<file path="config.mk">
export PLATFORM = sky130hd
export DESIGN_NAME = circular_deque
export DESIGN_NICKNAME = d
export VERILOG_FILES = /design/src/rtl/cd_pkg.sv /design/src/rtl/cd_ram.sv /design/src/rtl/cd_ctrl.sv /design/src/rtl/circular_deque.sv
export SDC_FILE = /design/constraint.sdc
export NUM_CORES = 1
export LEC_CHECK = 0
export ABC_CLOCK_PERIOD_IN_PS = 5600
export BUFFER_PORTS_ARGS = -buffer_cell sky130_fd_sc_hd__buf_4
export CAP_MARGIN = 20
export CELL_PAD_IN_SITES_DETAIL_PLACEMENT = 0
export CELL_PAD_IN_SITES_GLOBAL_PLACEMENT = 1
export CORE_ASPECT_RATIO = 1.25
export CORE_MARGIN = 5
export CORE_UTILIZATION = 40
export CTS_CLUSTER_SIZE = 12
export DETAILED_ROUTE_END_ITERATION = 7
export PLACE_DENSITY_LB_ADDON = 0.1
export SLEW_MARGIN = 20
export SYNTH_ARGS = -nofsm -noshare
export SYNTH_HDL_FRONTEND = slang
export SYNTH_SLANG_ARGS = --single-unit
</file>
<file path="constraint.sdc">
create_clock -name i_clk -period 5.6 [get_ports i_clk]
set_clock_uncertainty 0.1 [all_clocks]
set_input_delay 0.56 -clock i_clk [delete_from_list [all_inputs] [get_ports i_clk]]
set_output_delay 0.56 -clock i_clk [all_outputs]
set_load 0.05 [all_outputs]
</file>
<file path="src/rtl/cd_pkg.sv">
// Shared constants, codes and types of the circular deque.
`timescale 1ns / 1ps
`default_nettype none

package cd_pkg;

    localparam int DEPTH      = 32;
    localparam int DATA_WIDTH = 32;
    localparam int IDX_W      = (DEPTH > 1) ? $clog2(DEPTH) : 1;
    localparam int CAP_W      = 6;
    localparam int CMD_W      = 3;
    localparam int STAT_W     = 2;

    localparam logic [CAP_W-1:0] CAP_RESET = CAP_W'(32);

    localparam logic [CMD_W-1:0] CMD_PUSH_FRONT = 3'd0;
    localparam logic [CMD_W-1:0] CMD_PUSH_BACK  = 3'd1;
    localparam logic [CMD_W-1:0] CMD_POP_FRONT  = 3'd2;
    localparam logic [CMD_W-1:0] CMD_POP_BACK   = 3'd3;
    localparam logic [CMD_W-1:0] CMD_LIST       = 3'd4;

    localparam logic [STAT_W-1:0] ST_OK    = 2'd0;
    localparam logic [STAT_W-1:0] ST_FULL  = 2'd1;
    localparam logic [STAT_W-1:0] ST_EMPTY = 2'd2;

    typedef struct packed {
        logic [STAT_W-1:0]     status;
        logic [DATA_WIDTH-1:0] value;
        logic                  last;
    } t_result;

    typedef struct packed {
        logic                  we;
        logic [IDX_W-1:0]      waddr;
        logic [DATA_WIDTH-1:0] wdata;
        logic                  re;
        logic [IDX_W-1:0]      raddr;
    } t_mem_req;

endpackage

`default_nettype wire

</file>
<file path="src/rtl/cd_ram.sv">
// Generic single-port-write, single-port-read RAM with registered read data.
`timescale 1ns / 1ps
`default_nettype none

module cd_ram #(
    parameter int WIDTH = 32,
    parameter int DEPTH = 32,
    localparam int AW   = (DEPTH > 1) ? $clog2(DEPTH) : 1
) (
    input  wire logic             i_clk,
    input  wire logic             i_we,
    input  wire logic [AW-1:0]    i_waddr,
    input  wire logic [WIDTH-1:0] i_wdata,
    input  wire logic             i_re,
    input  wire logic [AW-1:0]    i_raddr,
    output logic      [WIDTH-1:0] o_rdata
);

    logic [WIDTH-1:0] r_mem [DEPTH];
    logic [WIDTH-1:0] r_rdata;

    always_ff @(posedge i_clk) begin
        if (i_we) begin
            r_mem[i_waddr] <= i_wdata;
        end
    end

    // Read data holds while no read is issued, so a stalled result keeps its word.
    always_ff @(posedge i_clk) begin
        if (i_re) begin
            r_rdata <= r_mem[i_raddr];
        end
    end

    assign o_rdata = r_rdata;

endmodule

`default_nettype wire

</file>
<file path="src/rtl/cd_ctrl.sv">
// Command sequencer of the deque: index registers, capacity and store accesses.
`timescale 1ns / 1ps
`default_nettype none

module cd_ctrl (
    input  wire logic                             i_clk,
    input  wire logic                             i_rst_n,
    input  wire logic                             i_in_valid,
    output logic                                  o_in_ready,
    input  wire logic [cd_pkg::CMD_W-1:0]         i_cmd,
    input  wire logic signed [cd_pkg::DATA_WIDTH-1:0] i_push_value,
    input  wire logic                             i_cfg_valid,
    input  wire logic [cd_pkg::CAP_W-1:0]         i_capacity,
    input  wire logic                             i_res_ready,
    output logic                                  o_res_valid,
    output cd_pkg::t_result                       o_res,
    output cd_pkg::t_mem_req                      o_mem,
    input  wire logic [cd_pkg::DATA_WIDTH-1:0]    i_mem_rdata
);

    localparam logic S_IDLE = 1'b0;
    localparam logic S_EXEC = 1'b1;

    localparam int IW = cd_pkg::IDX_W;

    logic                            r_state, n_state;
    logic [cd_pkg::CMD_W-1:0]        r_cmd, n_cmd;
    logic [cd_pkg::DATA_WIDTH-1:0]   r_word, n_word;
    logic [IW-1:0]                   r_head, n_head;
    logic [IW-1:0]                   r_tail, n_tail;
    logic [IW-1:0]                   r_ptr, n_ptr;
    logic [IW-1:0]                   r_cnt, n_cnt;
    logic                            r_empty, n_empty;
    logic [cd_pkg::CAP_W-1:0]        r_capacity, n_capacity;

    logic [IW-1:0] cap_m1;
    logic [IW-1:0] head_dec, head_inc, tail_dec, tail_inc, ptr_inc;
    logic          list_fin;

    function automatic logic [IW-1:0] idx_inc(input logic [IW-1:0] i,
                                              input logic [IW-1:0] top);
        return (i == top) ? '0 : IW'(i + 1'b1);
    endfunction

    function automatic logic [IW-1:0] idx_dec(input logic [IW-1:0] i,
                                              input logic [IW-1:0] top);
        return (i == '0) ? top : IW'(i - 1'b1);
    endfunction

    // Highest slot in use: zero capacity acts as one, anything above the store as the store.
    always_comb begin
        if (r_capacity == '0) begin
            cap_m1 = '0;
        end else if ({1'b0, r_capacity} > (cd_pkg::CAP_W+1)'(cd_pkg::DEPTH)) begin
            cap_m1 = IW'(cd_pkg::DEPTH - 1);
        end else begin
            cap_m1 = IW'(r_capacity - 1'b1);
        end
    end

    assign head_dec = idx_dec(r_head, cap_m1);
    assign head_inc = idx_inc(r_head, cap_m1);
    assign tail_dec = idx_dec(r_tail, cap_m1);
    assign tail_inc = idx_inc(r_tail, cap_m1);
    assign ptr_inc  = idx_inc(r_ptr, cap_m1);
    assign list_fin = (r_ptr == r_tail) || (r_cnt == cap_m1);

    assign o_in_ready = (r_state == S_IDLE);

    always_comb begin
        n_state    = r_state;
        n_cmd      = r_cmd;
        n_word     = r_word;
        n_head     = r_head;
        n_tail     = r_tail;
        n_ptr      = r_ptr;
        n_cnt      = r_cnt;
        n_empty    = r_empty;
        n_capacity = r_capacity;
        o_mem       = '0;
        o_res_valid = 1'b0;
        o_res       = '0;

        unique case (r_state)
            S_IDLE: begin
                // The store read starts with the request, so the word is ready next cycle.
                if (i_in_valid && (i_cmd <= cd_pkg::CMD_LIST)) begin
                    n_cmd   = i_cmd;
                    n_word  = $unsigned(i_push_value);
                    n_ptr   = r_head;
                    n_cnt   = '0;
                    n_state = S_EXEC;
                    o_mem.re    = 1'b1;
                    o_mem.raddr = (i_cmd == cd_pkg::CMD_POP_BACK) ? r_tail : r_head;
                end
            end
            S_EXEC: begin
                if (i_res_ready) begin
                    o_res_valid   = 1'b1;
                    o_res.status  = cd_pkg::ST_OK;
                    o_res.last    = 1'b1;
                    n_state       = S_IDLE;
                    unique case (r_cmd)
                        cd_pkg::CMD_PUSH_FRONT: begin
                            if (r_empty) begin
                                n_head      = cap_m1;
                                n_tail      = cap_m1;
                                n_empty     = 1'b0;
                                o_mem.we    = 1'b1;
                                o_mem.waddr = cap_m1;
                                o_mem.wdata = r_word;
                            end else if (head_dec == r_tail) begin
                                o_res.status = cd_pkg::ST_FULL;
                            end else begin
                                n_head      = head_dec;
                                o_mem.we    = 1'b1;
                                o_mem.waddr = head_dec;
                                o_mem.wdata = r_word;
                            end
                        end
                        cd_pkg::CMD_PUSH_BACK: begin
                            if (r_empty) begin
                                n_head      = '0;
                                n_tail      = '0;
                                n_empty     = 1'b0;
                                o_mem.we    = 1'b1;
                                o_mem.waddr = '0;
                                o_mem.wdata = r_word;
                            end else if (tail_inc == r_head) begin
                                o_res.status = cd_pkg::ST_FULL;
                            end else begin
                                n_tail      = tail_inc;
                                o_mem.we    = 1'b1;
                                o_mem.waddr = tail_inc;
                                o_mem.wdata = r_word;
                            end
                        end
                        cd_pkg::CMD_POP_FRONT: begin
                            if (r_empty) begin
                                o_res.status = cd_pkg::ST_EMPTY;
                            end else begin
                                o_res.value = i_mem_rdata;
                                if (r_head == r_tail) begin
                                    n_head  = '0;
                                    n_tail  = '0;
                                    n_empty = 1'b1;
                                end else begin
                                    n_head = head_inc;
                                end
                            end
                        end
                        cd_pkg::CMD_POP_BACK: begin
                            if (r_empty) begin
                                o_res.status = cd_pkg::ST_EMPTY;
                            end else begin
                                o_res.value = i_mem_rdata;
                                if (r_head == r_tail) begin
                                    n_head  = '0;
                                    n_tail  = '0;
                                    n_empty = 1'b1;
                                end else begin
                                    n_tail = tail_dec;
                                end
                            end
                        end
                        cd_pkg::CMD_LIST: begin
                            if (r_empty) begin
                                o_res.status = cd_pkg::ST_EMPTY;
                            end else begin
                                o_res.value = i_mem_rdata;
                                o_res.last  = list_fin;
                                // Walk on: the next slot is read while this word leaves.
                                if (!list_fin) begin
                                    n_state     = S_EXEC;
                                    n_ptr       = ptr_inc;
                                    n_cnt       = IW'(r_cnt + 1'b1);
                                    o_mem.re    = 1'b1;
                                    o_mem.raddr = ptr_inc;
                                end
                            end
                        end
                        default: begin
                            o_res_valid = 1'b0;
                        end
                    endcase
                end
            end
            default: begin
                n_state = S_IDLE;
            end
        endcase

        if (i_cfg_valid) begin
            n_capacity = i_capacity;
            n_head     = '0;
            n_tail     = '0;
            n_empty    = 1'b1;
        end
    end

    always_ff @(posedge i_clk) begin
        if (!i_rst_n) begin
            r_state    <= S_IDLE;
            r_head     <= '0;
            r_tail     <= '0;
            r_empty    <= 1'b1;
            r_capacity <= cd_pkg::CAP_RESET;
        end else begin
            r_state    <= n_state;
            r_head     <= n_head;
            r_tail     <= n_tail;
            r_empty    <= n_empty;
            r_capacity <= n_capacity;
        end
    end

    always_ff @(posedge i_clk) begin
        r_cmd  <= n_cmd;
        r_word <= n_word;
        r_ptr  <= n_ptr;
        r_cnt  <= n_cnt;
    end

endmodule

`default_nettype wire

</file>
<file path="src/rtl/circular_deque.sv">
// Top level of the circular deque: sequencer, word store and result register.
//
//  channel  direction  handshake                 payload
//  in       to block   i_in_valid / o_in_ready   i_cmd, i_push_value
//  out      from block o_out_valid / i_out_ready o_status, o_out_value, o_last
//  cfg      to block   i_cfg_valid / o_cfg_ready i_capacity
//
// A push or pop is taken in the idle state, which also starts the store read,
// then modifies the store and produces the result in the execute state.
// A list reads one word after another, since the one store read port delivers
// a word per cycle while the result register is not full.
// Reset is synchronous; it empties the deque and sets the capacity to 32.
// A full result register stalls the sequencer; a new request is still taken
// while the last result waits.
`timescale 1ns / 1ps
`default_nettype none

module circular_deque (
    input  wire logic                                 i_clk,
    input  wire logic                                 i_rst_n,
    input  wire logic                                 i_in_valid,
    output logic                                      o_in_ready,
    input  wire logic [cd_pkg::CMD_W-1:0]             i_cmd,
    input  wire logic signed [cd_pkg::DATA_WIDTH-1:0] i_push_value,
    output logic                                      o_out_valid,
    input  wire logic                                 i_out_ready,
    output logic [cd_pkg::STAT_W-1:0]                 o_status,
    output logic signed [cd_pkg::DATA_WIDTH-1:0]      o_out_value,
    output logic                                      o_last,
    input  wire logic                                 i_cfg_valid,
    output logic                                      o_cfg_ready,
    input  wire logic [cd_pkg::CAP_W-1:0]             i_capacity
);

    cd_pkg::t_result               res;
    cd_pkg::t_mem_req              mem_req;
    logic                          res_valid;
    logic                          res_ready;
    logic [cd_pkg::DATA_WIDTH-1:0] mem_rdata;

    logic            r_out_valid;
    cd_pkg::t_result r_res;

    assign res_ready   = !r_out_valid || i_out_ready;
    assign o_cfg_ready = 1'b1;

    cd_ctrl u_ctrl (
        .i_clk        (i_clk),
        .i_rst_n      (i_rst_n),
        .i_in_valid   (i_in_valid),
        .o_in_ready   (o_in_ready),
        .i_cmd        (i_cmd),
        .i_push_value (i_push_value),
        .i_cfg_valid  (i_cfg_valid),
        .i_capacity   (i_capacity),
        .i_res_ready  (res_ready),
        .o_res_valid  (res_valid),
        .o_res        (res),
        .o_mem        (mem_req),
        .i_mem_rdata  (mem_rdata)
    );

    cd_ram #(
        .WIDTH (cd_pkg::DATA_WIDTH),
        .DEPTH (cd_pkg::DEPTH)
    ) u_ram (
        .i_clk   (i_clk),
        .i_we    (mem_req.we),
        .i_waddr (mem_req.waddr),
        .i_wdata (mem_req.wdata),
        .i_re    (mem_req.re),
        .i_raddr (mem_req.raddr),
        .o_rdata (mem_rdata)
    );

    always_ff @(posedge i_clk) begin
        if (!i_rst_n) begin
            r_out_valid <= 1'b0;
        end else if (res_ready) begin
            r_out_valid <= res_valid;
        end
    end

    always_ff @(posedge i_clk) begin
        if (res_ready && res_valid) begin
            r_res <= res;
        end
    end

    assign o_out_valid = r_out_valid;
    assign o_status    = r_res.status;
    assign o_out_value = $signed(r_res.value);
    assign o_last      = r_res.last;

endmodule

`default_nettype wire

</file>
* Word level (Yosys, flattened, before mapping)
Memory sizes are Yosys's and may differ from the RTL's. A register that Yosys moved wholly into a read port is not among the register bits.
Index checks and enable logic that the tools add are counted.
** Cells by class
- Add/sub/neg operators :: 7
- $lt $le $gt $ge :: 2
- Eq/ne operators :: 26
- Multiplexer cells :: 70
- Bitwise gates (word level) :: 2
- Reductions and logical operators :: 22
** Operator list (count)
- 38-bit two-way mux :: 5
- 5-bit two-way mux :: 30
- 38-bit case mux with 2 select lines :: 1
- 32-bit case mux with 2 select lines :: 1
- 44-bit two-way mux :: 1
- 5-bit equality test :: 8
- 5-bit case mux with 4 select lines :: 2
- 33-bit two-way mux :: 1
- 32-bit two-way mux :: 1
- 6-bit two-way mux :: 4
- 5-bit by 1-bit adder with 5-bit output, second input constant :: 4
- 5-bit case mux with 2 select lines :: 2
- 8-bit AND reduction :: 2
- 1-bit two-way mux :: 15
- 5-bit by 1-bit subtractor with 5-bit output, second input constant :: 3
- 2-bit != test, second input constant :: 6
- 6-bit case mux with 2 select lines :: 1
- 5-bit logical NOT :: 2
- 2-bit by 1-bit != test with 1-bit output, second input constant :: 5
- 3-bit by 2-bit equality test with 1-bit output, second input constant :: 3
- 6-bit > comparator, second input constant :: 1
- 6-bit logical NOT :: 1
- 2-bit two-way mux :: 3
- 3-bit by 2-bit != test with 1-bit output, second input constant :: 2
- 18 further kinds :: 25
** Word-level totals
- Register bits after elaboration :: 99
- Memory bits (writable) :: 1024
- Input port bits :: 46
- Word-level logic and storage cells :: 143
- Memories kept :: 1
** Memory list
- u_ram.r_mem :: words 32, bits a word 32, rd ports 1, clocked after Yosys merged registers in 1, wr ports 1, RTL line cd_ram.sv:19 : logic [WIDTH-1:0] r_mem [DEPTH];

* Depth between registers and ports, before layout
- Depth in word-level cells :: 13
- Depth in mapped cells :: 17
- Gate-level depth less buffers :: 12

* Modules after synthesis
Synthesis repeated with hierarchy kept, for this count alone.
** Second synthesis, totals
- Cells, all modules :: 2774
- Area, all modules :: 46223.1 um^2
** By module, submodules not included
- cd_ram :: instances 1, cells each 2260, area an instance 40812.9 um^2, seq. area each 31710.4 um^2
- cd_ctrl :: instances 1, cells each 472, area an instance 4290.4 um^2, seq. area each 1711.6 um^2
- circular_deque :: instances 1, cells each 42, area an instance 1119.8 um^2, seq. area each 1071.0 um^2

* Worst setup path after synthesis
No wires, ideal clock.
- Path kind :: flip-flop to flip-flop
- Start :: reg u_ctrl.r_capacity[0] in the netlist's numbering
- End :: mem u_ram.r_mem[0][0], enable pin
- Arrival :: 4.977 ns
- Slack :: 0.082 ns
- Cell stages (with the launch flop) :: 15
- Buffers on the path :: 2
- Cells stage by stage :: dfxtp_1 > inv_1 > ha_1 > or4b_4 > buf_6 > or4_1 > o311ai_1 > nand4b_1 > o21ai_0 > nor3b_1 > and4_1 > buf_4 > o22ai_1 > nand3b_2 > nor4b_2
** On the way
- Longest elaborated chain between the ends :: 13
- Elaborated cells between the ends (all ways) :: 19
** RTL lines
- start, declared :: RTL line cd_ctrl.sv:34 : logic [cd_pkg::CAP_W-1:0] r_capacity, n_capacity;
- start signal, assigned :: RTL line cd_ctrl.sv:207 : r_capacity <= cd_pkg::CAP_RESET;
- start signal, assigned :: RTL line cd_ctrl.sv:213 : r_capacity <= n_capacity;
- 5-bit by 1-bit subtractor with 5-bit output or 6-bit > comparator (tied branches) :: RTL line cd_ctrl.sv:57, cd_ctrl.sv:54
- 5-bit two-way mux :: RTL line cd_ctrl.sv:54 : end else if ({1'b0, r_capacity} > (cd_pkg::CAP_W+1)'(cd_pkg::DEPTH)) begin
- 5-bit two-way mux * :: RTL line cd_ctrl.sv:52 : if (r_capacity == '0) begin
- 5-bit equality test :: RTL line cd_ctrl.sv:42 : return (i == top) ? '0 : IW'(i + 1'b1);
- 5-bit two-way mux :: RTL line cd_ctrl.sv:42
- 5-bit equality test :: RTL line cd_ctrl.sv:129 : end else if (tail_inc == r_head) begin
- 38-bit two-way mux :: RTL line cd_ctrl.sv:129
- 38-bit two-way mux :: RTL line cd_ctrl.sv:122 : if (r_empty) begin
- 38-bit case mux with 2 select lines * :: RTL line cd_ctrl.sv:103 : unique case (r_cmd)
- 44-bit two-way mux * :: RTL line cd_ctrl.sv:98 : if (i_res_ready) begin
- 38-bit two-way mux * :: RTL line cd_ctrl.sv:84 : unique case (r_state)
- 1-bit two-way mux :: RTL line cd_ram.sv:23 : if (i_we) begin
- 1-bit two-way mux (implied by the code) :: RTL line cd_ram.sv:24 : r_mem[i_waddr] <= i_wdata;
- end, declared :: RTL line cd_ram.sv:19
Every way passes the cells marked *; elsewhere a longest branch is shown, timed or not.

* Final worst setup path
- Start :: reg u_ctrl.r_capacity[0] in the netlist's numbering
- End :: mem u_ram.r_mem[5][22], enable pin
Same word-level chain as after synthesis.

==> qor.yml <==
status: "completed"
dp_hpwl_mm: 80.6
grt_setup_unrepaired: "no"
cts_root_buffer: "clkbuf_16"
p_per_area_nw_per_um2: 319
fillers: 9822
io_pins: 84
synth_top_area_share: 0.745
switching_share: 0.208
wirelength_mm: 136
cts_buffer_depth: 3
clkSinkCount: 1155
crit_fanout: 32
p_sw_uw: 3520
grt_util_met1: 0.280
postCtsSetupBuffers: 0
layout-drive-gt1-share: 0.143
synth-edff-count: 1136
avgSynthCellArea_um2: 15.7
maxCapViolCount: 0
multi_input_area_um2: 10700
worstSetupEndpointType: "flop"
first_pass_iters: 5
cts_resized: 0
setup_violations: 0
crit_chain: "inv_1 -> ha_1 -> or4b_4 -> a22oi_4 -> xor2_1 -> nand4b_1 -> nor2_1 -> nor3_1 -> a31oi_2 -> or4_4 -> nor2_4 -> buf_4"
yosys.area.top_type: "edfxtp_1"
crit_path_start_kind: "flop"
netlist_instances: 2922
path_buf_inv: 2
grtUsageTotal: 0.219
grt_busiest_layer: "met2"
gp_congestion: 0.832
p_seq_frac: 0.561
period_minus_slack_ns: 5.15
tightest_slew_ns: 1.06
core_area_um2: 113000
seq_area_um2: 34500
grt_antenna_before_repair: 3
power_frac_comb: 0.025
wl_per_cell_um: 29.0
crit_slowest_cell: "nor3_1"
holdWs_ns: 0.0474
ys_seq_elements: 1155
io_buffers: 82
dieArea_um2: 121000
die_w_um: 313
yosys_warnings: 0
p_int_uw: 13400
crit_type: "flop to flop"
final_cell_mix: "1,136 x edfxtp_1, 544 x nand2_1, 261 x mux2i_1"
clk_latency_ns: 0.72
slew_headroom: 0.289
drtAntennaViolNets: 0
htree_num_levels: 3
cts_tree: "yes"
finalInstanceArea_um2: 53100
drv_slew: 0
tns_ns: 0
synth-main-ff-cell: "edfxtp_1"
grt_max_degree: 99
syn-num-nets: 2976
synthArstFlopShare: 0
grt_pass1_vias: 27252
fin_crit_sh: 0.919
final_common_cell: "edfxtp_1"
met3_usage: 0.0275
globalRouteOverflowTotal: 0
place_area_um2: 49400
final-hold-violation-count: 0
critPathArrivalTime_ns: 5.39
cp_top_family: "simple AND/OR/NAND/NOR gates"
fmax_ghz: 0.194
p_leak_uw: 0.0182
syn_area_um2: 45800
drc_errors: 0
critPathMaxStageDelay_ns: 0.80
area_growth_pct: 15.9
viasPerCell: 5.67
path_clk_slew_ns: 0.06
netlist_top_cells_area: "edfxtp_1 74%, mux2i_1 5.7%, a32oi_1 4.8%, nand2_1 4.5%, buf_2 0.94%"
use_met2: 0.395
min_path_type: "primary input to flop"
rows: 138
vias: 26600
die-height_um: 388
synth_cell_types: 80
drt-initial-drc-count: 2296
nNetsFinal: 3208
peakVddDrop_v: 0.000250
seq_area_frac_synth: 0.753
numCtsBuffers: 115
start_util: 0.404
required_ns: 5.84
grt_pass1_wl_mm: 194
pwr-share-clk: 0.414
==> repair_timing <==
item                                   in CTS  in global routing
setup endpoints to repair                   0                  0
hold buffers                               42                  0
endpoints found under the hold margin      41                  0
==> kinds of logic after synthesis <==
family,count (synthesis),share of synthesized area
multiplexers,261,0.0570
AO/OA/AOI/OAI,373,0.0694
buffers and inverters,197,0.0210
adder cells (fa/ha/maj),9,0.00240
AND/OR/NAND/NOR,876,0.0876
XOR/XNOR,50,0.00956
other,1,0.0000819
flip-flops,1155,0.753
==> tightest hold or removal path: stages <==
cell,delay [ns]
buf_4,0.09
a21oi_1,0.05
nor3_1,0.11
==> per-stage QoR <==
stage	power [uW]	std cells	setup slack [ns]	utilization
2_1_floorplan	9890	2922	0.0824	-
3_3_place_gp	10100	4465	0.637	0.435
3_5_place_dp	10100	4465	0.498	0.435
4_1_cts	17100	4692	0.471	0.468
5_1_grt	17500	4692	0.0863	0.468
6_report	16900	4693	0.455	0.468
==> routing by layer <==
metal | part of all wire | wire [um]
met1 | 0.41 | 55400
met3 | 0.051 | 6890
met2 | 0.52 | 70800
met5 | 0 | 0
met4 | 0.022 | 3000
==> worst paths after layout <==
path                                startpoint                             to  slack [ns]  depth (start not counted)
max reg2reg  u_ctrl.r_capacity[0]$_SDFFE_PN0P_   u_ram.r_mem[5][22]$_DFFE_PP_        0.45                         12
min                                 i_in_valid      u_ctrl.r_state$_SDFF_PN0_        0.05                          3
max          u_ctrl.r_capacity[0]$_SDFFE_PN0P_   u_ram.r_mem[5][22]$_DFFE_PP_        0.45                         12
min reg2reg        u_ram.o_rdata[24]$_DFFE_PP_  o_out_value[24]$_SDFFCE_PN0P_        0.42                          1
==> cells in the mapped netlist, drive strengths merged (5+ instances only) <==
cell,number
a21oi,28
a31o,6
a31oi,9
a32oi,253
and2,66
and4,5
buf,112
clkbuf,58
dfxtp,19
edfxtp,1136
ha,8
inv,25
mux2i,261
nand2,544
nand3,24
nand3b,5
nand4,67
nor2,102
nor3,21
nor4,12
o211a,6
o211ai,5
o21ai,23
o22ai,8
or3,6
xnor2,32
xor2,18
==> cell type report <==
cell class / count / share of cell area
well taps: 1470 / 0.0346
clock buffers: 146 / 0.0568
clock inverters: 39 / 0.00537
diodes: 1 / 0.0000471
repair buffers: 285 / 0.0501
inverters: 27 / 0.00191
multi-input cells: 1570 / 0.201
flip-flops and latches: 1155 / 0.650
==> power by group through the flow <==
| stage | registers, uW | clock network [uW] | logic, uW |
|---|---|---|---|
| 2_1_floorplan | 9670 | 0 | 220 |
| 3_3_place_gp | 9680 | 0 | 395 |
| 3_5_place_dp | 9680 | 0 | 399 |
| 4_1_cts | 9490 | 7180 | 425 |
| 5_1_grt | 9490 | 7540 | 452 |
| 6_report | 9490 | 7010 | 422 |
==> state kept, by name, indices dropped and copies added (netlist names), 5 cells and up <==
signal             flops
u_ctrl.r_cnt           5
u_ctrl.r_word         32
u_ctrl.r_ptr           5
o_out_value           32
u_ram.o_rdata         32
u_ctrl.r_tail          5
u_ctrl.r_capacity      6
u_ram.r_mem         1024
u_ctrl.r_head          5
Power figures use the tool's default switching activity.
